[src/rtl/mmbr_pkg.sv]
// ----------------------------------------------------------------------------
// mmbr_pkg
// Types, codes and tables shared by the minimap braille rasterizer.
// ----------------------------------------------------------------------------
package mmbr_pkg;

  localparam int DIV_W = 25;  // (column + width) * dot columns
  localparam int QUO_W = 7;   // six quotient bits plus overflow

  localparam logic [1:0] CFG_BRAILLE_MODE   = 2'd0;
  localparam logic [1:0] CFG_BODY_WIDTH     = 2'd1;
  localparam logic [1:0] CFG_VIEWPORT_WIDTH = 2'd2;

  localparam logic [7:0] DOT_BIT [4][2] = '{
    '{8'h01, 8'h08},
    '{8'h02, 8'h10},
    '{8'h04, 8'h20},
    '{8'h40, 8'h80}
  };

  typedef struct packed {
    logic        has_char;
    logic [15:0] visual_column;
    logic [7:0]  char_width;
    logic        is_ink;
    logic        line_end;
    logic        row_end;
  } item_t;

  typedef struct packed {
    logic [7:0] cell_pattern;
    logic [5:0] cell_index;
    logic       last_cell;
  } cell_t;

  typedef struct packed {
    logic             done;
    logic [QUO_W-1:0] quo;
  } div_status_t;

  typedef enum logic [2:0] {
    ST_IDLE,
    ST_MUL_LO,
    ST_DIV_LO,
    ST_MUL_HI,
    ST_DIV_HI,
    ST_MASK,
    ST_LINE,
    ST_EMIT
  } state_t;

  function automatic logic [7:0] braille_cell(input logic [3:0][1:0] dots);
    logic [7:0] pat;
    pat = '0;
    for (int py = 0; py < 4; py++) begin
      for (int px = 0; px < 2; px++) begin
        if (dots[py][px]) pat = pat | DOT_BIT[py][px];
      end
    end
    return pat;
  endfunction

endpackage

[src/rtl/mmbr_div.sv]
// ----------------------------------------------------------------------------
// mmbr_div
// Restoring divider, one compare-subtract per cycle, bit 6 flags quotients >= 64.
// ----------------------------------------------------------------------------
module mmbr_div
  import mmbr_pkg::*;
(
  input  logic             clk,
  input  logic             rst,
  input  logic             start,
  input  logic [DIV_W-1:0] dividend,
  input  logic [15:0]      divisor,
  output div_status_t      status
);

  logic [DIV_W-1:0] rem;
  logic [QUO_W-1:0] quo;
  logic [2:0]       k;
  logic             busy;
  logic             done;
  logic [DIV_W-1:0] dsh;
  logic             ge;

  // bit 6 of the quotient flags any quotient of 64 or more
  assign dsh = {{(DIV_W-16){1'b0}}, divisor} << k;
  assign ge  = rem >= dsh;

  always_ff @(posedge clk) begin
    if (rst) begin
      busy <= 1'b0;
      done <= 1'b0;
    end else begin
      done <= 1'b0;
      if (start) begin
        busy <= 1'b1;
      end else if (busy && k == 3'd0) begin
        busy <= 1'b0;
        done <= 1'b1;
      end
    end
  end

  always_ff @(posedge clk) begin
    if (start) begin
      rem <= dividend;
      quo <= '0;
      k   <= 3'(QUO_W - 1);
    end else if (busy) begin
      if (ge) begin
        rem    <= rem - dsh;
        quo[k] <= 1'b1;
      end
      k <= k - 3'd1;
    end
  end

  assign status.done = done;
  assign status.quo  = quo;

endmodule

[src/rtl/text_minimap_braille_rasterizer.sv]
// ----------------------------------------------------------------------------
// text_minimap_braille_rasterizer
// Marks character dot spans per line and emits minimap cells per row.
// ----------------------------------------------------------------------------
// Ink character: multiply, then two passes of the shared divider (7 steps plus
//   done), mask and line steps; the second pass and the mask step are skipped
//   when column and width are both zero. Other items take only the line step.
// A completed row emits min(body_width, 64) cells, one per cycle unless stalled.
// One item in flight; the next item is taken while the last cell waits.
// Synchronous reset restores config defaults and clears masks and counts.
module text_minimap_braille_rasterizer
  import mmbr_pkg::*;
#(
  parameter int DOT_MASK_BITS = 64
) (
  input  logic        clk,
  input  logic        rst,
  input  logic        cfg_wr_en,
  input  logic [1:0]  cfg_index,
  input  logic [15:0] cfg_data,
  input  logic        item_valid,
  output logic        item_stall,
  input  item_t       item,
  output logic        cell_valid,
  input  logic        cell_stall,
  output cell_t       cell_data
);

  localparam logic [5:0] LIM = 6'(DOT_MASK_BITS - 1);

  logic        braille_mode;
  logic [6:0]  body_width;
  logic [15:0] viewport_width;

  state_t state, state_next;
  item_t  item_r;

  logic [DOT_MASK_BITS-1:0] line_dot_mask;
  logic [DOT_MASK_BITS-1:0] row_masks [4];
  logic [1:0]               lines_in_row;
  logic [5:0]               cnt;
  logic [QUO_W-1:0]         start_q;
  logic [QUO_W-1:0]         end_q;

  logic [6:0]       bw_eff;
  logic [7:0]       dot_cols;
  logic [15:0]      vp_eff;
  logic [16:0]      col_sum;
  logic [16:0]      mul_a;
  logic [DIV_W-1:0] prod;
  logic [DIV_W-1:0] dividend;
  logic             div_start;
  div_status_t      div_st;

  logic       slot_free;
  logic       cell_load;
  logic       last;
  logic       emit_row;
  logic       emit_done;
  logic [5:0] end_c;
  logic       do_set;
  logic [DOT_MASK_BITS-1:0] span;
  logic [3:0][1:0]          dots;

  always_ff @(posedge clk) begin
    if (rst) begin
      braille_mode   <= 1'b1;
      body_width     <= 7'd32;
      viewport_width <= 16'd80;
    end else if (cfg_wr_en) begin
      case (cfg_index)
        CFG_BRAILLE_MODE:   braille_mode   <= cfg_data[0];
        CFG_BODY_WIDTH:     body_width     <= cfg_data[6:0];
        CFG_VIEWPORT_WIDTH: viewport_width <= cfg_data;
        default: ;
      endcase
    end
  end

  assign bw_eff   = (body_width > 7'd64) ? 7'd64 : body_width;
  assign dot_cols = (bw_eff == 7'd0) ? 8'd1 :
                    braille_mode ? {bw_eff, 1'b0} : {1'b0, bw_eff};
  assign vp_eff   = (viewport_width == 16'd0) ? 16'd1 : viewport_width;

  assign col_sum  = {1'b0, item_r.visual_column} + {9'd0, item_r.char_width};
  assign mul_a    = (state == ST_MUL_HI) ? col_sum : {1'b0, item_r.visual_column};
  assign prod     = DIV_W'(mul_a) * DIV_W'(dot_cols);
  assign dividend = (state == ST_MUL_HI) ? prod - DIV_W'(1) : prod;

  mmbr_div u_div (
    .clk      (clk),
    .rst      (rst),
    .start    (div_start),
    .dividend (dividend),
    .divisor  (vp_eff),
    .status   (div_st)
  );

  assign slot_free = !cell_valid || !cell_stall;
  assign last      = ({1'b0, cnt} + 7'd1) == bw_eff;
  assign emit_row  = item_r.line_end &&
                     (!braille_mode || lines_in_row == 2'd3 || item_r.row_end);

  always_comb begin
    state_next = state;
    case (state)
      ST_IDLE:   if (item_valid) state_next = (item.has_char && item.is_ink) ?
                                              ST_MUL_LO : ST_LINE;
      ST_MUL_LO: state_next = ST_DIV_LO;
      ST_DIV_LO: if (div_st.done) state_next = ST_MUL_HI;
      ST_MUL_HI: state_next = (col_sum == 17'd0) ? ST_LINE : ST_DIV_HI;
      ST_DIV_HI: if (div_st.done) state_next = ST_MASK;
      ST_MASK:   state_next = ST_LINE;
      ST_LINE:   state_next = emit_row ? ST_EMIT : ST_IDLE;
      ST_EMIT:   if (emit_done) state_next = ST_IDLE;
      default:   state_next = ST_IDLE;
    endcase
  end

  always_comb begin
    item_stall = 1'b1;
    div_start  = 1'b0;
    cell_load  = 1'b0;
    emit_done  = 1'b0;
    case (state)
      ST_IDLE:   item_stall = 1'b0;
      ST_MUL_LO: div_start  = 1'b1;
      ST_MUL_HI: div_start  = col_sum != 17'd0;
      ST_EMIT: begin
        cell_load = slot_free && bw_eff != 7'd0;
        emit_done = bw_eff == 7'd0 || (slot_free && last);
      end
      default: ;
    endcase
  end

  always_ff @(posedge clk) begin
    if (rst) state <= ST_IDLE;
    else     state <= state_next;
  end

  always_ff @(posedge clk) begin
    if (state == ST_IDLE && item_valid) item_r <= item;
    if (state == ST_DIV_LO && div_st.done) start_q <= div_st.quo;
    if (state == ST_DIV_HI && div_st.done) end_q <= div_st.quo;
  end

  // dot span for the character
  assign end_c  = (end_q[QUO_W-1] || end_q[5:0] > LIM) ? LIM : end_q[5:0];
  assign do_set = !start_q[QUO_W-1] && start_q[5:0] <= end_c;
  assign span   = ({DOT_MASK_BITS{1'b1}} >> (LIM - end_c)) &
                  ({DOT_MASK_BITS{1'b1}} << start_q[5:0]);

  always_comb begin
    for (int py = 0; py < 4; py++) dots[py] = row_masks[py][1:0];
  end

  always_ff @(posedge clk) begin
    if (rst) begin
      line_dot_mask <= '0;
      lines_in_row  <= '0;
      cnt           <= '0;
      for (int i = 0; i < 4; i++) row_masks[i] <= '0;
    end else begin
      case (state)
        ST_MASK: if (do_set) line_dot_mask <= line_dot_mask | span;
        ST_LINE: begin
          cnt <= '0;
          if (item_r.line_end) begin
            line_dot_mask <= '0;
            if (!braille_mode) begin
              row_masks[0] <= line_dot_mask;
              for (int i = 1; i < 4; i++) row_masks[i] <= '0;
              lines_in_row <= '0;
            end else begin
              row_masks[lines_in_row] <= line_dot_mask;
              lines_in_row <= emit_row ? 2'd0 : lines_in_row + 2'd1;
            end
          end
        end
        ST_EMIT: begin
          if (emit_done) begin
            for (int i = 0; i < 4; i++) row_masks[i] <= '0;
          end else if (cell_load) begin
            cnt <= cnt + 6'd1;
            for (int i = 0; i < 4; i++) begin
              row_masks[i] <= braille_mode ? row_masks[i] >> 2 : row_masks[i] >> 1;
            end
          end
        end
        default: ;
      endcase
    end
  end

  always_ff @(posedge clk) begin
    if (rst) cell_valid <= 1'b0;
    else if (cell_load) cell_valid <= 1'b1;
    else if (!cell_stall) cell_valid <= 1'b0;
  end

  always_ff @(posedge clk) begin
    if (cell_load) begin
      cell_data.cell_pattern <= braille_mode ? braille_cell(dots) :
                                               {7'd0, row_masks[0][0]};
      cell_data.cell_index   <= cnt;
      cell_data.last_cell    <= last;
    end
  end

  a_lines_only_on_line: assert property (@(posedge clk) disable iff (rst)
    (state != ST_LINE) |=> $stable(lines_in_row))
    else $error("row line count changed outside line close");

  a_div_done_in_div: assert property (@(posedge clk) disable iff (rst)
    div_st.done |-> (state == ST_DIV_LO || state == ST_DIV_HI))
    else $error("divider finished outside a divide step");

  a_rows_cleared: assert property (@(posedge clk) disable iff (rst)
    (state == ST_EMIT && emit_done) |=>
      (row_masks[0] == '0 && row_masks[1] == '0 &&
       row_masks[2] == '0 && row_masks[3] == '0))
    else $error("row masks not cleared after emission");

  a_cell_in_range: assert property (@(posedge clk) disable iff (rst)
    cell_load |-> ({1'b0, cnt} < bw_eff))
    else $error("cell index beyond body width");

endmodule

[config.mk]
export PLATFORM = sky130hd
export DESIGN_NAME = text_minimap_braille_rasterizer
export DESIGN_NICKNAME = d
export VERILOG_FILES = /design/src/rtl/mmbr_pkg.sv /design/src/rtl/mmbr_div.sv /design/src/rtl/text_minimap_braille_rasterizer.sv
export SDC_FILE = /design/constraint.sdc
export NUM_CORES = 1
export LEC_CHECK = 0
export BUFFER_PORTS_ARGS = -buffer_cell sky130_fd_sc_hd__buf_4
export CAP_MARGIN = 30
export CORE_ASPECT_RATIO = 1.1
export CORE_MARGIN = 2
export CORE_UTILIZATION = 29
export DETAILED_ROUTE_END_ITERATION = 6
export MAX_ROUTING_LAYER = met4
export SLEW_MARGIN = 30
export SYNTH_ARGS = -nofsm -noshare
export SYNTH_HDL_FRONTEND = slang
export SYNTH_SLANG_ARGS = --single-unit
[constraint.sdc]
create_clock -name clk -period 12.6 [get_ports clk]
set_input_delay 1.26 -clock clk [delete_from_list [all_inputs] [get_ports clk]]
set_output_delay 1.26 -clock clk [all_outputs]
set_load 0.01 [all_outputs]
**Word-level counts from Yosys, hierarchy flattened**

Memory sizes are Yosys's and may differ from the RTL's.
Cells that the tools add are included.

- Reduce and logical (&&, ||, !) cells: 43
- Multipliers: 1
- Multiplexer cells: 86
- Equality and inequality tests: 20
- Add/sub/neg operators: 8
- Bitwise logic cells: 15
- Order comparisons: 6
- Shift operators: 3

Operators with widths:

| operator | count |
|---|---|
| 2-to-1 mux 64 bit | 15 |
| 2-to-1 mux 63 bit | 4 |
| one-hot mux 64 bit (2 select lines) | 1 |
| 2-to-1 mux 25 bit | 4 |
| AND 64 bit | 1 |
| OR 64 bit | 1 |
| OR reduction 64 bit | 1 |
| << shifter 64 x 6 -> 64 bit, first input constant | 1 |
| >> shifter 64 x 6 -> 64 bit, first input constant | 1 |
| 2-to-1 mux 1 bit | 33 |
| >= comparator 25 bit | 1 |
| multiplier 17 x 8 -> 25 bit | 1 |
| << shifter 16 x 3 -> 25 bit | 1 |
| subtractor 25 x 1 -> 25 bit, second input constant | 1 |
| subtractor 25 bit | 1 |
| 2-to-1 mux 6 bit | 4 |
| 2-to-1 mux 8 bit | 3 |
| one-hot mux 3 bit (8 select lines) | 1 |
| 2-to-1 mux 3 bit | 7 |
| adder 16 x 8 -> 17 bit | 1 |
| logical NOT 17 bit | 1 |
| 2-to-1 mux 17 bit | 1 |
| nonzero test 17 bit | 1 |
| logical NOT 16 bit | 1 |
| other kinds (40) | 95 |

- Output and inout port bits: 17
- Memories kept: 1
- Bits in writable memories: 256
- Flip-flop bits (word level): 192

Memories:

| memory | words | bits a word | read ports | clocked after Yosys merged registers in | wr ports | RTL line | source |
|---|---|---|---|---|---|---|---|
| row_masks | 4 | 64 | 4 | 0 | 4 | text_minimap_braille_rasterizer.sv:39 | `logic [DOT_MASK_BITS-1:0] row_masks [4];` |

**Logic depth before layout (Yosys ltp)**

Gate-level depths: netlist of run 1.

- Word-level depth: 13
- Gate-level depth with buffers: 29
- Depth with buffers taken out: 29

**Cells and area by module**

From an unflattened synthesis of run 1, not the netlist that was laid out.

- Cell total of the unflattened synthesis: 2,972
- Area, all modules: 28,581.2 um^2

By module, submodules not included:

| module | seq. area each (um^2) | cells each | times used | area each (um^2) |
|---|---|---|---|---|
| text_minimap_braille_rasterizer | 11,300.8 | 2,552 | 1 | 24,938.9 |
| mmbr_div | 991.0 | 420 | 1 | 3,642.2 |

**Worst setup path before layout of run 1**

Ideal clock, no wire load.

- Path kind: reg2reg
- Start: reg item_r[11] (netlist name)
- End: reg u_div.rem[24] (data pin)
- Library setup time: 0.268 ns
- Buffers on the path: 0
- Period minus slack after synthesis: 7.004 ns
- Stages on the path, launching flop included: 29
- Data required time: 12.332 ns
- Setup slack: 5.596 ns
- Data arrival time: 6.736 ns
- Cell sequence: edfxtp_1 > ha_1 > inv_1 > fa_1 > nor2b_1 > o31a_1 > or4_1 > a31oi_2 > nand2b_1 > nor2_1 > xnor2_1 > nor2_1 > fa_1 > fa_1 > fa_1 > inv_1 > fa_1 > inv_1 > ha_1 > a211oi_1 > o211ai_1 > a221o_1 > a21o_1 > a2111o_1 > o311ai_1 > nand2_1 > and4bb_1 > xnor2_1 > a21oi_1

- Cells in the longest elaborated chain, start to end: 6
- Elaborated cells on any way between the ends: 8
- Classes of those cells: 2 x add/sub; 1 x mul; 4 x mux; 1 x reduce/logical

RTL lines:

| item | RTL line | source |
|---|---|---|
| start, declared | text_minimap_braille_rasterizer.sv:36 | `item_t item_r;` |
| start signal, assigned | text_minimap_braille_rasterizer.sv:143 | `if (state == ST_IDLE && item_valid) item_r <= item;` |
| adder 16 x 8 -> 17 bit | text_minimap_braille_rasterizer.sv:85 | `assign col_sum = {1'b0, item_r.visual_column} + {9'd0, item_r.char_width};` |
| 2-to-1 mux 17 bit | text_minimap_braille_rasterizer.sv:86 | `assign mul_a = (state == ST_MUL_HI) ? col_sum : {1'b0, item_r.visual_column};` |
| multiplier 17 x 8 -> 25 bit | text_minimap_braille_rasterizer.sv:87 | `assign prod = DIV_W'(mul_a) * DIV_W'(dot_cols);` |
| subtractor 25 x 1 -> 25 bit | text_minimap_braille_rasterizer.sv:88 | `assign dividend = (state == ST_MUL_HI) ? prod - DIV_W'(1) : prod;` |
| 2-to-1 mux 25 bit | text_minimap_braille_rasterizer.sv:88 |  |
| 2-to-1 mux 25 bit (*) | mmbr_div.sv:44 | `if (start) begin` |
| end signal, assigned | mmbr_div.sv:45 | `rem <= dividend;` |
| end signal, assigned | mmbr_div.sv:50 | `rem <= rem - dsh;` |
| end, declared | mmbr_div.sv:16 | `logic [DIV_W-1:0] rem;` |

Mark *: on every way between the ends. The rest lies on a longest branch, timed or not.
A chain may end at the register's enable or synchronous reset.

**Worst setup path in the final report of run 1**

Ends and elaborated chain as after synthesis.

==> results of run 1 <==
==> state kept, by name, summed over array words and instances, names as in the netlist, 2 cells and up <==
name and cells:
u_div.k 3, viewport_width 16, item_r 26, start_q 7, state 3, row_masks 256
lines_in_row 2, cnt 6, u_div.rem 25, body_width 7, end_q 7, u_div.quo 7
cell_data 15, line_dot_mask 64
==> layer usage <==
metal	vias to the layer above	part of all wire, %
met5	-	0
met1	10280	46
met2	498	47
met3	91	5.4
met4	0	1.9
li1	10130	-
==> layout make-up <==
type | instances | area [µm²] | area share, %
Inverter | 131 | 491.7 | 1.566
Clock buffer | 76 | 1494 | 4.759
Antenna cell | 1 | 2.502 | 0.007971
Multi-Input combinational cell | 2119 | 14640 | 46.63
Timing Repair Buffer | 92 | 719.4 | 2.292
Tap cell | 1270 | 1589 | 5.062
Sequential cell | 448 | 12300 | 39.17
Clock inverter | 16 | 161.4 | 0.5141
==> per-stage QoR <==
stage | area [µm²] | setup WS (ps) | power (W) | std cells | util, %
after floorplan | 28040 | 5596 | 0.003144 | 2871 | -
after global placement | 29690 | 4999 | 0.003507 | 4059 | 31.02
after detailed placement | 29700 | 4910 | 0.003523 | 4059 | 31.03
after CTS | 31360 | 4881 | 0.005015 | 4151 | 32.75
after global routing | 31390 | 4338 | 0.005288 | 4153 | 32.79
final | 31390 | 4843 | 0.004970 | 4153 | 32.79
==> worst reg2reg max path, delay by kind of cell (launching register included) <==
family | cells | cell delay, ps
simple gates | 7 | 1330
compound gates | 9 | 2160
fa+ha+maj | 7 | 2810
xor+xnor | 2 | 660
flops | 1 | 390
buf+inv | 3 | 160
==> cell families (layout without fill, tap and decap cells) <==
group                    Yosys count  after routing
AO/OA/AOI/OAI                    656            656
other                              0              1
adder cells (fa/ha/maj)          182            182
buffers and inverters            304            315
multiplexers                     290            290
AND/OR/NAND/NOR                  908            908
flip-flops                       448            448
XOR/XNOR                          83             83
==> final timing paths <==
path / from / slack [ps] / cells after the start / to
worst max-delay path: item_r[11]$_DFFE_PP_ / 4840 / 28 / u_div.rem[24]$_DFFE_PP_
worst min-delay path: row_masks[0][0]$_DFFE_PP_ / 420 / 0 / cell_data[7]$_DFFE_PP_
worst max register to register: item_r[11]$_DFFE_PP_ / 4840 / 28 / u_div.rem[24]$_DFFE_PP_
worst min register to register: row_masks[0][0]$_DFFE_PP_ / 420 / 0 / cell_data[7]$_DFFE_PP_
==> power by group through the flow <==
stage	clock network, W	logic (W)	registers, W
final	0.00147	0.00160	0.00190
after floorplan	0	0.00128	0.00187
after global routing	0.00157	0.00180	0.00192
after CTS	0.00151	0.00160	0.00190
after global placement	0	0.00158	0.00193
after detailed placement	0	0.00159	0.00193
==> layout by cell type, fill, tap and decap left out, types with 6 or more instances in the layout <==
cell type  count
o21bai_1       8
nand2b_1      19
clkbuf_16     54
clkbuf_1      16
and4_1         7
clkbuf_8       6
o21a_1        18
nand4_1        9
a211oi_1      16
mux2i_1      279
xnor2_1       54
nand3_1       29
nand3b_1       7
fa_1          92
nor2b_1       16
nor2_1       302
a41oi_1        9
a21o_1        23
a31oi_1       34
mux4_2         8
or2_2         23
a22oi_1        8
o211ai_1       9
or3_1         14
a22o_1        17
nor3_1        26
nor4_1        12
buf_4         89
o21ai_0      312
xor2_1        27
inv_1        131
and3_1         6
o31ai_1        6
dfxtp_1      114
and2_1        13
nand2_1      392
ha_1          90
a21oi_1      142
a211o_1        7
edfxtp_1     332
==> results.md, run 1 <==
* Clock Power Share at approximately 30%
* Hpwl dp at 49,670 µm
* Pre-antenna DRT Iters at 7
* Count of boundary I/O pins at 68
* Worst hold slack at 422.0 ps
* Failing checks: DRC
* Adder-Cell Fraction of Synth Area at between 10% and 20%
* Largest net degree at the start of global routing at between 100 and 150
* Port-buffer cells at 67
* Status: finished, violations left
* Synth Flop Type: edfxtp_1
* Worst slew pin tran at 957.7 ps
* Synth top cells by count: nand2_1 (395), edfxtp_1 (332), o21ai_0 (312), nor2_1 (305), mux2i_1 (279)
* Post-synth EDFFs at 332
* Synth area leader: edfxtp_1
* Relative slew margins at 35.92%
* Die Ht at 330.1 µm
* Root Driver: clkbuf_16
* Mapped Area at 28,040 µm²
* Post-synthesis simple-gate area fraction at 14.16%
* Leak at 13.03 nW
* Met3 usage at 2.499%
* CTS Buf Count at 50
* CORE AREA at 95,740 µm²
* Hold_buf cts at 0
* Antenna-violating nets left at 0
* Share of cells above drive strength 1 at 8.189%
* Pint at 0.003285 W
* WS Path Type: register to register
* Number of max-cap violations at 0
* Sequential Power Share at 38.2%
* Sw Share at 33.90%
* H-tree depth at 2
* TritonCTS clock tree: yes
* Logic pwr share at 32.1%
* CTS resizes at 0
* Crit-path max FO at 8
* Initial Util at just under 30%
* Remaining DRCs at 1
* Post-synthesis sequential area ratio at 43.84%
* First-pass GRT wire length at roughly 110,000 µm
* Main area contributors after synthesis: edfxtp_1 (36%), mux2i_1 (10%), dfxtp_1 (8.3%)
* Layout Nets at 3,075
* Fin. Hold Viols at 0
* YS warnings at 0
* Max-slew violations at 0
* Most used cell, CP: fa_1
* Synth Area in XOR/XNOR at 2.695%
* Initial antenna violation count at 3
* Worst-Skew Late Latency at 620 ps
* Clock Path Buffers at 3
* Grt total ovfl at 0
* Drt wl/cell at 17.20 µm
* Busiest grt layer: met2
* Worst-case vdd ir drop at 0.1102 mV
* Fmax at 0.1289 GHz
* Worst path max stage delay at 540 ps
* Syn_nets at 3,104
* Cell family with most CP delay: adder cells
* Pwr per Cell Area at 158.3 nW/µm²
* Number of fill cells in the layout at about 9,800
* Most frequent cell after synthesis: nand2_1
* Die area at ~99,000 µm²
* # rows at 119
* Tmin final at 7757 ps
* Synthesized flop and latch total at ~450
* Setup repair bufs after CTS at 0
* Data arrival, critical path at 8100 ps
* Via count at roughly 21,000
* Clock skew at 41.17 ps
* Area added between synthesis and finish at 11.97%
* Netlist cell types at 85
* Final worst path period share at 61.56%
* CTS Sinks at approximately 450
* Final GP Congestion at slightly below 1
* Finish-stage setup viols at 0
* Post-synthesis mux area share at a little over a tenth
* Worst setup SP type: register
* GRT Overall Usage at 14.62%
* Routing usage on met1 at between 10% and 20%
* Synth top area share at 35.56%
* Switching power at 0.001685 W
* Async S/R FF share, synth at 0%
* Min-delay worst type: register to register
* Gate Count Post-Synth at about 2,900
* Vias in the first global route at 20,550
* Met2 GRT Util at between 20% and 30%
* Max stage delay cell, worst path: xnor2_1
* CP Data Required Time at 12,940 ps
* Worst Path Buf+Inv at 3
* Vias/cell at between 5 and 6
* Syn Area/Cell at 9.766 µm²
* CP Capture Type: register
* Synth Area in Compound Gates at 13.84%
* Main combinational cell family by area after synthesis: simple AND/OR/NAND/NOR gates
* Die width at 300.5 µm
* RSZ-0062 raised after global routing: no
* Setup TNS at 0 ps
* Clk slew on worst S/H paths at about 60 ps
* DRT iter0 DRCs at 1,542
* Final wirelength at 71,430 µm
Power figures use the tool's default switching activity.
==> inputs of run 2 (changes only) <==
Clock period 12.6 ns to 7.5 ns, I/O delays scaled along.
==> run 2 against run 1 <==
  * The run now ends clean
  * Largest cell class unchanged
  * Clock skew is 25 ps lower
  * Flip-flop and latch count is the same
  * Worst hold slack worse by 110 ps
  * Die area unchanged
  * Setup slack got worse by 4500 ps
  * Global-route usage rose by 0.25 points
==> results.md, run 2 (synthesized netlist as in run 1, its figures left out) <==
* Pint at 0.005593 W (was 0.003285 W)
* DRT iter0 DRCs at 1,539 (was 1,542)
* Vias in the first global route at 21,080 (was 20,550)
* Hpwl dp at 50,020 µm (was 49,670 µm)
* Most used cell, CP: fa_1 (unchanged)
* Largest net degree at the start of global routing at 154 (was 131)
* Drt wl/cell at 17.27 µm (was 17.20 µm)
* Status: finished clean (was finished, violations left)
* Grt total ovfl at 0 (unchanged)
* Data arrival, critical path at 7520 ps (was 8100 ps)
* Dpl ws at 161.8 ps (was 4910 ps)
* Min-delay worst type: input pin to register (was register to register)
* Fin cells at 4,183 (was 4,153)
* Die width at 300.5 µm (unchanged)
* Switching power at 0.002882 W (was 0.001685 W)
* Finish-stage setup viols at 0 (unchanged)
* Worst-Skew Late Latency at 620 ps (about the same)
* Worst slew pin tran at 1093 ps (was 957.7 ps)
* Critical Path Source: item_r[11]$_DFFE_PP_ (unchanged)
* Clock Power Share at 29.5% (was 29.7%)
* Area added between synthesis and finish at 13.23% (was 11.97%)
* Die area at 99,180 µm² (unchanged)
* Share of cells above drive strength 1 at 9.790% (was 8.189%)
* Most frequent cells in the layout: nand2_1 (392), edfxtp_1 (332), o21ai_0 (309) (was nand2_1 (392), edfxtp_1 (332), o21ai_0 (312))
* GRT Overall Usage at 14.88% (was 14.62%)
* Logic pwr share at 33.2% (was 32.1%)
* Final worst path period share at 95.83% (was 61.56%)
* Leak at 13.21 nW (was 13.03 nW)
* Biggest register: row_masks (unchanged)
* Die Ht at 330.1 µm (unchanged)
* Max-slew violations at 0 (unchanged)
* Crit-path max FO at 8 (unchanged)
* Pre-antenna DRT Iters at 5 (was 7)
* CORE AREA at 95,740 µm² (unchanged)
* TritonCTS clock tree: yes (unchanged)
* Clk slew on worst S/H paths at 60 ps (about the same)
* Worst r2r path cells at 29 (was 28)
* Remaining DRCs at 0 (was 1)
* Final Power at 0.008475 W (was 0.004970 W)
* Max stage delay cell, worst path: fa_1 (was xnor2_1)
* Top flop regs: row_masks (256), line_dot_mask (64), item_r (26) (unchanged)
* Worst reg-to-reg setup slack at 310 ps (was 4840 ps)
* H-tree depth at 2 (unchanged)
* Vias/cell at 5.045 (was 5.057)
* Reg2reg start: item_r[11]$_DFFE_PP_ (unchanged)
* Antenna-violating nets left at 0 (unchanged)
* Via count at 21,100 (was 21,000)
* Final worst slack at 312.5 ps (was 4843 ps)
* Final wirelength at 72,250 µm (was 71,430 µm)
* Tmin final at 7188 ps (was 7757 ps)
* Initial antenna violation count at 4 (was 3)
* Commonest non-fill, non-tap cell in the layout: nand2_1 (unchanged)
* Clock skew at 16.42 ps (was 41.17 ps)
* Fmax at 0.1391 GHz (was 0.1289 GHz)
* Layout Nets at 3,102 (was 3,075)
* Final GP Congestion at 0.9618 (was 0.9633)
* CTS Buf Count at 50 (unchanged)
* First-pass GRT wire length at 116,700 µm (was 114,400 µm)
* Post-DP Area at 29,900 µm² (was 29,700 µm²)
* Initial Util at 29.28% (unchanged)
* Design area at 31,750 µm² (was 31,390 µm²)
* Root Driver: clkbuf_16 (unchanged)
* FF-to-FF End: u_div.rem[24]$_DFFE_PP_ (unchanged)
* Sw Share at 34.00% (was 33.90%)
* CTS Sinks at 448 (unchanged)
* Count of boundary I/O pins at 68 (unchanged)
* Worst setup path end: u_div.rem[24]$_DFFE_PP_ (unchanged)
* Sequential Power Share at 37.3% (was 38.2%)
* Number of max-cap violations at 0 (unchanged)
* Fin. Hold Viols at 0 (unchanged)
* Dpl cells at 4,084 (was 4,059)
* Pwr per Cell Area at 267.0 nW/µm² (was 158.3 nW/µm²)
* Port-buffer cells at 67 (unchanged)
* Worst setup SP type: register (unchanged)
* CP Capture Type: register (unchanged)
* # rows at 119 (unchanged)
* RSZ-0062 raised after global routing: yes (was no)
* CP Data Required Time at 7830 ps (was 12,940 ps)
* Worst path max stage delay at 520 ps (was 540 ps)
* Relative slew margins at 27.16% (was 35.92%)
* Clock Path Buffers at 3 (unchanged)
* WS Path Type: register to register (unchanged)
* Worst-case vdd ir drop at 0.1783 mV (was 0.1102 mV)
* Max FFs per register at 256 (unchanged)
## run 2: critical path, delay by kind of cell, from the launching register on
kind,cells,cell delay (ps)
fa+ha+maj,7,2660
compound gates,9,1990
simple gates,7,1290
flops,1,390
buf+inv,4,350
xor+xnor,2,240
## run 2: cell type report
type | instances | area [µm²]
antenna | 2 | 5.005
clock buffer | 73 | 1460
clock inverter | 21 | 210.2
fill | 9739 | 63990
inverter | 131 | 491.7
multi-input combinational | 2119 | 14760
sequential | 448 | 12300
tap | 1270 | 1589
timing repair buffer | 119 | 938.4
## run 2: worst min path at each step
stage	start	to	cells after the start	slack, ps
CTS	item[8]	item_r[8]$_DFFE_PP_	1	280
finish	item[8]	item_r[8]$_DFFE_PP_	1	310
floorplan	row_masks[0][0]$_DFFE_PP_	cell_data[7]$_DFFE_PP_	0	400
detailed placement	row_masks[0][0]$_DFFE_PP_	cell_data[7]$_DFFE_PP_	0	430
global placement	row_masks[0][0]$_DFFE_PP_	cell_data[7]$_DFFE_PP_	0	430
global route	item[16]	item_r[16]$_DFFE_PP_	1	290
## run 2: per-layer routing
metal	routed length [µm]	vias up	global-route usage (%)	share of wire [%]
li1	-	10180	-	-
met1	32700	10300	19.18	45
met2	33520	503	23.72	46
met3	4233	118	3.026	5.9
met4	1795	0	4.011	2.5
met5	0	-	-	0
## run 2: power by group through the flow
stage | Clock [W] | Combinational [W] | Sequential, W
2_1_floorplan | 0 | 0.00215 | 0.00314
3_3_place_gp | 0 | 0.00274 | 0.00320
3_5_place_dp | 0 | 0.00276 | 0.00321
4_1_cts | 0.00255 | 0.00278 | 0.00316
5_1_grt | 0.00264 | 0.00317 | 0.00319
6_report | 0.00250 | 0.00282 | 0.00316
## run 2: timing repair
item                                    4_1_cts  5_1_grt
endpoints found under the setup margin        0        6
hold buffers                                  0        0
buffers inserted                              0        2
resized for setup                             0       26
## run 2: through the flow
step	TNS, ps	util, %	hold slack (ps)
after floorplan	0	-	400.3
after global placement	0	31.21	432.0
after detailed placement	0	31.23	426.4
after CTS	0	32.98	284.6
after global routing	-67.18	33.16	291.8
final	0	33.16	312.6
==> inputs of run 3 (changes only) <==
Settings changed: ABC_AREA set to 1, RECOVER_POWER set to 50.
==> run 3 against run 2 <==
  * The run now ends with capacitance limit, slew limit left
  * Worst hold slack improved by 42 ps
  * Die area increased by 8.0%
  * Clock skew increased by 21 ps
  * Synthesized cell count increased by 23%
  * Clock power increased by 7%
  * First-iteration DRC count increased by 33%
  * Power increased by 23%
  * Wire length increased by 16%
  * Non-clock buffer count decreased by 19
  * Setup slack improved by 360 ps
  * Via count increased by 16%
  * Critical path type unchanged
==> results.md, run 3 <==
* Syn Area/Cell at 8.571 µm² (was 9.766 µm²)
* Worst-case vdd ir drop at 0.1712 mV (was 0.1783 mV)
* Syn_nets at 3,769 (was 3,104)
* Dpl ws at 776.5 ps (was 161.8 ps)
* CP Data Required Time at 7860 ps (was 7830 ps)
* H-tree depth at 2 (unchanged)
* Most frequent cell after synthesis: nor2_1 (was nand2_1)
* Async S/R FF share, synth at 0% (unchanged)
* WS Path Type: register to register (unchanged)
* Antenna-violating nets left at 0 (unchanged)
* Logic pwr share at 43.3% (was 33.2%)
* Data arrival, critical path at 7190 ps (was 7520 ps)
* Port-buffer cells at 67 (unchanged)
* Vias/cell at 4.969 (was 5.045)
* Post-synthesis sequential area ratio at 40.56% (was 43.84%)
* Remaining DRCs at 0 (unchanged)
* Clock skew at 37.02 ps (was 16.42 ps)
* GRT Overall Usage at 15.94% (was 14.88%)
* Area added between synthesis and finish at 10.01% (was 13.23%)
* Routing usage on met1 at 21.39% (was 19.18%)
* Min-delay worst type: input pin to register (unchanged)
* Final worst path period share at 91.02% (was 95.83%)
* Root Driver: clkbuf_16 (unchanged)
* Clock Power Share at 25.7% (was 29.5%)
* Pint at 0.006169 W (was 0.005593 W)
* Max-slew violations at 465 (was 0)
* Met2 GRT Util at 25.25% (was 23.72%)
* CTS Sinks at 448 (unchanged)
* Busiest grt layer: met2 (unchanged)
* Most frequent cells in the layout: nor2_1 (820), nand2_1 (604), inv_1 (383) (was nand2_1 (392), edfxtp_1 (332), o21ai_0 (309))
* Commonest non-fill, non-tap cell in the layout: nor2_1 (was nand2_1)
* CP Capture Type: register (unchanged)
* Count of boundary I/O pins at 68 (unchanged)
* Die width at 312.2 µm (was 300.5 µm)
* Status: finished, violations left (was finished clean)
* CTS resizes at 0 (unchanged)
* Worst slew pin tran at 4344 ps (was 1093 ps)
* Layout Nets at 3,745 (was 3,102)
* Finish-stage setup viols at 0 (unchanged)
* Most used cell, CP: nand2_1 (was fa_1)
* Number of max-cap violations at 12 (was 0)
* Synth Flop Type: edfxtp_1 (unchanged)
* Worst setup SP type: register (unchanged)
* Netlist cell types at 59 (was 85)
* Failing checks: capacitance limit, slew limit
* # rows at 124 (was 119)
* Final wirelength at 84,040 µm (was 72,250 µm)
* Worst path max stage delay at 540 ps (was 520 ps)
* Post-synth EDFFs at 332 (unchanged)
* Die area at 107,100 µm² (was 99,180 µm²)
* Synth top cells by count: nor2_1 (817), nand2_1 (602), inv_1 (383), edfxtp_1 (332), o32ai_2 (175) (was nand2_1 (395), edfxtp_1 (332), o21ai_0 (312), nor2_1 (305), mux2i_1 (279))
* Max FFs per register at 256 (unchanged)
* Design area at 33,340 µm² (was 31,750 µm²)
* Synthesized flop and latch total at 448 (unchanged)
* Sequential Power Share at 31.0% (was 37.3%)
* Top flop regs: row_masks (256), line_dot_mask (64), item_r (26) (unchanged)
* Hold_buf cts at 0 (unchanged)
* Number of fill cells in the layout at 10,940 (was 9,739)
* Fin. Hold Viols at 0 (unchanged)
* Switching power at 0.004262 W (was 0.002882 W)
* Gate Count Post-Synth at 3,536 (was 2,871)
* Fmax at 0.1465 GHz (was 0.1391 GHz)
* Clk slew on worst S/H paths at 60 ps (about the same)
* Clock Path Buffers at 3 (unchanged)
* CORE AREA at 103,800 µm² (was 95,740 µm²)
* RSZ-0062 raised after global routing: no (was yes)
* Relative slew margins at -189.6% (was 27.16%)
* Hpwl dp at 59,360 µm (was 50,020 µm)
* Pwr per Cell Area at 312.9 nW/µm² (was 267.0 nW/µm²)
* Largest net degree at the start of global routing at 96 (was 154)
* Max stage delay cell, worst path: fa_1 (unchanged)
* Setup repair bufs after CTS at 0 (unchanged)
* Via count at 24,550 (was 21,100)
* Synth top area share at 32.90% (was 35.56%)
* YS warnings at 0 (unchanged)
* Tmin final at 6827 ps (was 7188 ps)
* Worst-Skew Late Latency at 620 ps (about the same)
* Post-DP Area at 32,080 µm² (was 29,900 µm²)
* Setup TNS at 0 ps (unchanged)
* First-pass GRT wire length at 134,500 µm (was 116,700 µm)
* Leak at 12.84 nW (was 13.21 nW)
* Sw Share at 40.86% (was 34.00%)
* Biggest register: row_masks (unchanged)
* Pre-antenna DRT Iters at 6 (was 5)
* DRT iter0 DRCs at 2,050 (was 1,539)
* Drt wl/cell at 17.01 µm (was 17.27 µm)
* Die Ht at 343.1 µm (was 330.1 µm)
* TritonCTS clock tree: yes (unchanged)
* Met3 usage at 2.067% (was 3.026%)
* Share of cells above drive strength 1 at 9.260% (was 9.790%)
* Final worst slack at 673.4 ps (was 312.5 ps)
* Crit-path max FO at 8 (unchanged)
* Initial antenna violation count at 1 (was 4)
* Initial Util at 29.20% (was 29.28%)
* CTS Buf Count at 49 (was 50)
* Final GP Congestion at 0.9946 (was 0.9618)
* Mapped Area at 30,310 µm² (was 28,040 µm²)
* Grt total ovfl at 0 (unchanged)
* Vias in the first global route at 24,410 (was 21,080)
* Main area contributors after synthesis: edfxtp_1 (33%), nor2_1 (10%), o32ai_2 (9.4%) (was edfxtp_1 (36%), mux2i_1 (10%), dfxtp_1 (8.3%))
* Worst hold slack at 354.8 ps (was 312.6 ps)
* Synth area leader: edfxtp_1 (unchanged)
==> run 3: cell types whose count changed in the layout (fill, tap and decap cells not counted), sizes merged, moves of 42 or more <==
cell	delta
o32ai	+200
nand3	+123
nand2	+214
nor2	+526
inv	+259
o21ai	-188
xnor2	-42
clkbuf	+48
mux2i	-274
buf	-72
o31ai	+43
==> run 3: cell families (layout without fill, tap and decap cells) <==
logic type                 after synthesis  count (layout)  share of synthesized area (%)
AOI/OAI and AO/OA                      586             586                          17.59
xor gates and xnor gates                48              48                          1.387
adders and majority gates              182             182                          9.793
buffers and inverters                  575             592                          7.939
DFF                                    448             448                          40.56
muxes                                    5               5                         0.1651
other                                    0               1                              0
and+or+nand+nor                       1692            1692                          22.57
==> run 3: stage by stage <==
stage	utilization [%]	instances	total power [W]
finish	32.12	4940	0.01043
global route	32.12	4940	0.01130
CTS	32.63	4939	0.01052
detailed placement	30.90	4847	0.007798
global placement	30.80	4843	0.007779
floorplan	-	3536	0.006719
==> run 3: power groups by stage <==
stage                     Sequential, W  Combinational [W]  Clock [W]
after global placement          0.00328            0.00450          0
after floorplan                 0.00319            0.00352          0
after global routing            0.00327            0.00519    0.00283
after CTS                       0.00323            0.00454    0.00274
after detailed placement        0.00328            0.00451          0
final                           0.00324            0.00451    0.00268
==> run 3: path summary, 6_finish.rpt <==
check                                 start                 endpoint  slack, ps  depth (start not counted)
setup / recovery       item_r[11]$_DFFE_PP_  u_div.rem[21]$_DFFE_PP_        670                         33
hold / removal                     item[25]     item_r[25]$_DFFE_PP_        350                          1
setup reg to reg       item_r[11]$_DFFE_PP_  u_div.rem[21]$_DFFE_PP_        670                         33
hold reg to reg   row_masks[0][0]$_DFFE_PP_   cell_data[7]$_DFFE_PP_        440                          0
==> run 3: worst max-delay path: cells and delay by family, from the launching register on <==
kind,cells,cell delay [ps]
flip-flops,1,350
AND/OR/NAND/NOR,21,2670
buffers and inverters,4,230
adder cells (fa/ha/maj),7,2990
AO/OA/AOI/OAI,1,380
==> run 3: final cells by class <==
class / instances / area [µm²] / area share, %
antenna: 1 / 2.502 / 0.007506
clock buffer: 68 / 1399 / 4.196
clock inverter: 24 / 392.9 / 1.178
inverter: 400 / 1509 / 4.526
multi-input combinational: 2513 / 15310 / 45.91
sequential: 448 / 12290 / 36.87
tap: 1386 / 1734 / 5.202
timing repair buffer: 100 / 703.2 / 2.109
==> run 3: routing by layer <==
| metal | wire length [µm] | vias to the layer above | share of wire [%] |
|---|---|---|---|
| met4 | 2142 | 0 | 2.5 |
| li1 | - | 11940 | - |
| met5 | 0 | - | 0 |
| met2 | 38480 | 609 | 46 |
| met1 | 39200 | 11850 | 47 |
| met3 | 4214 | 145 | 5.0 |
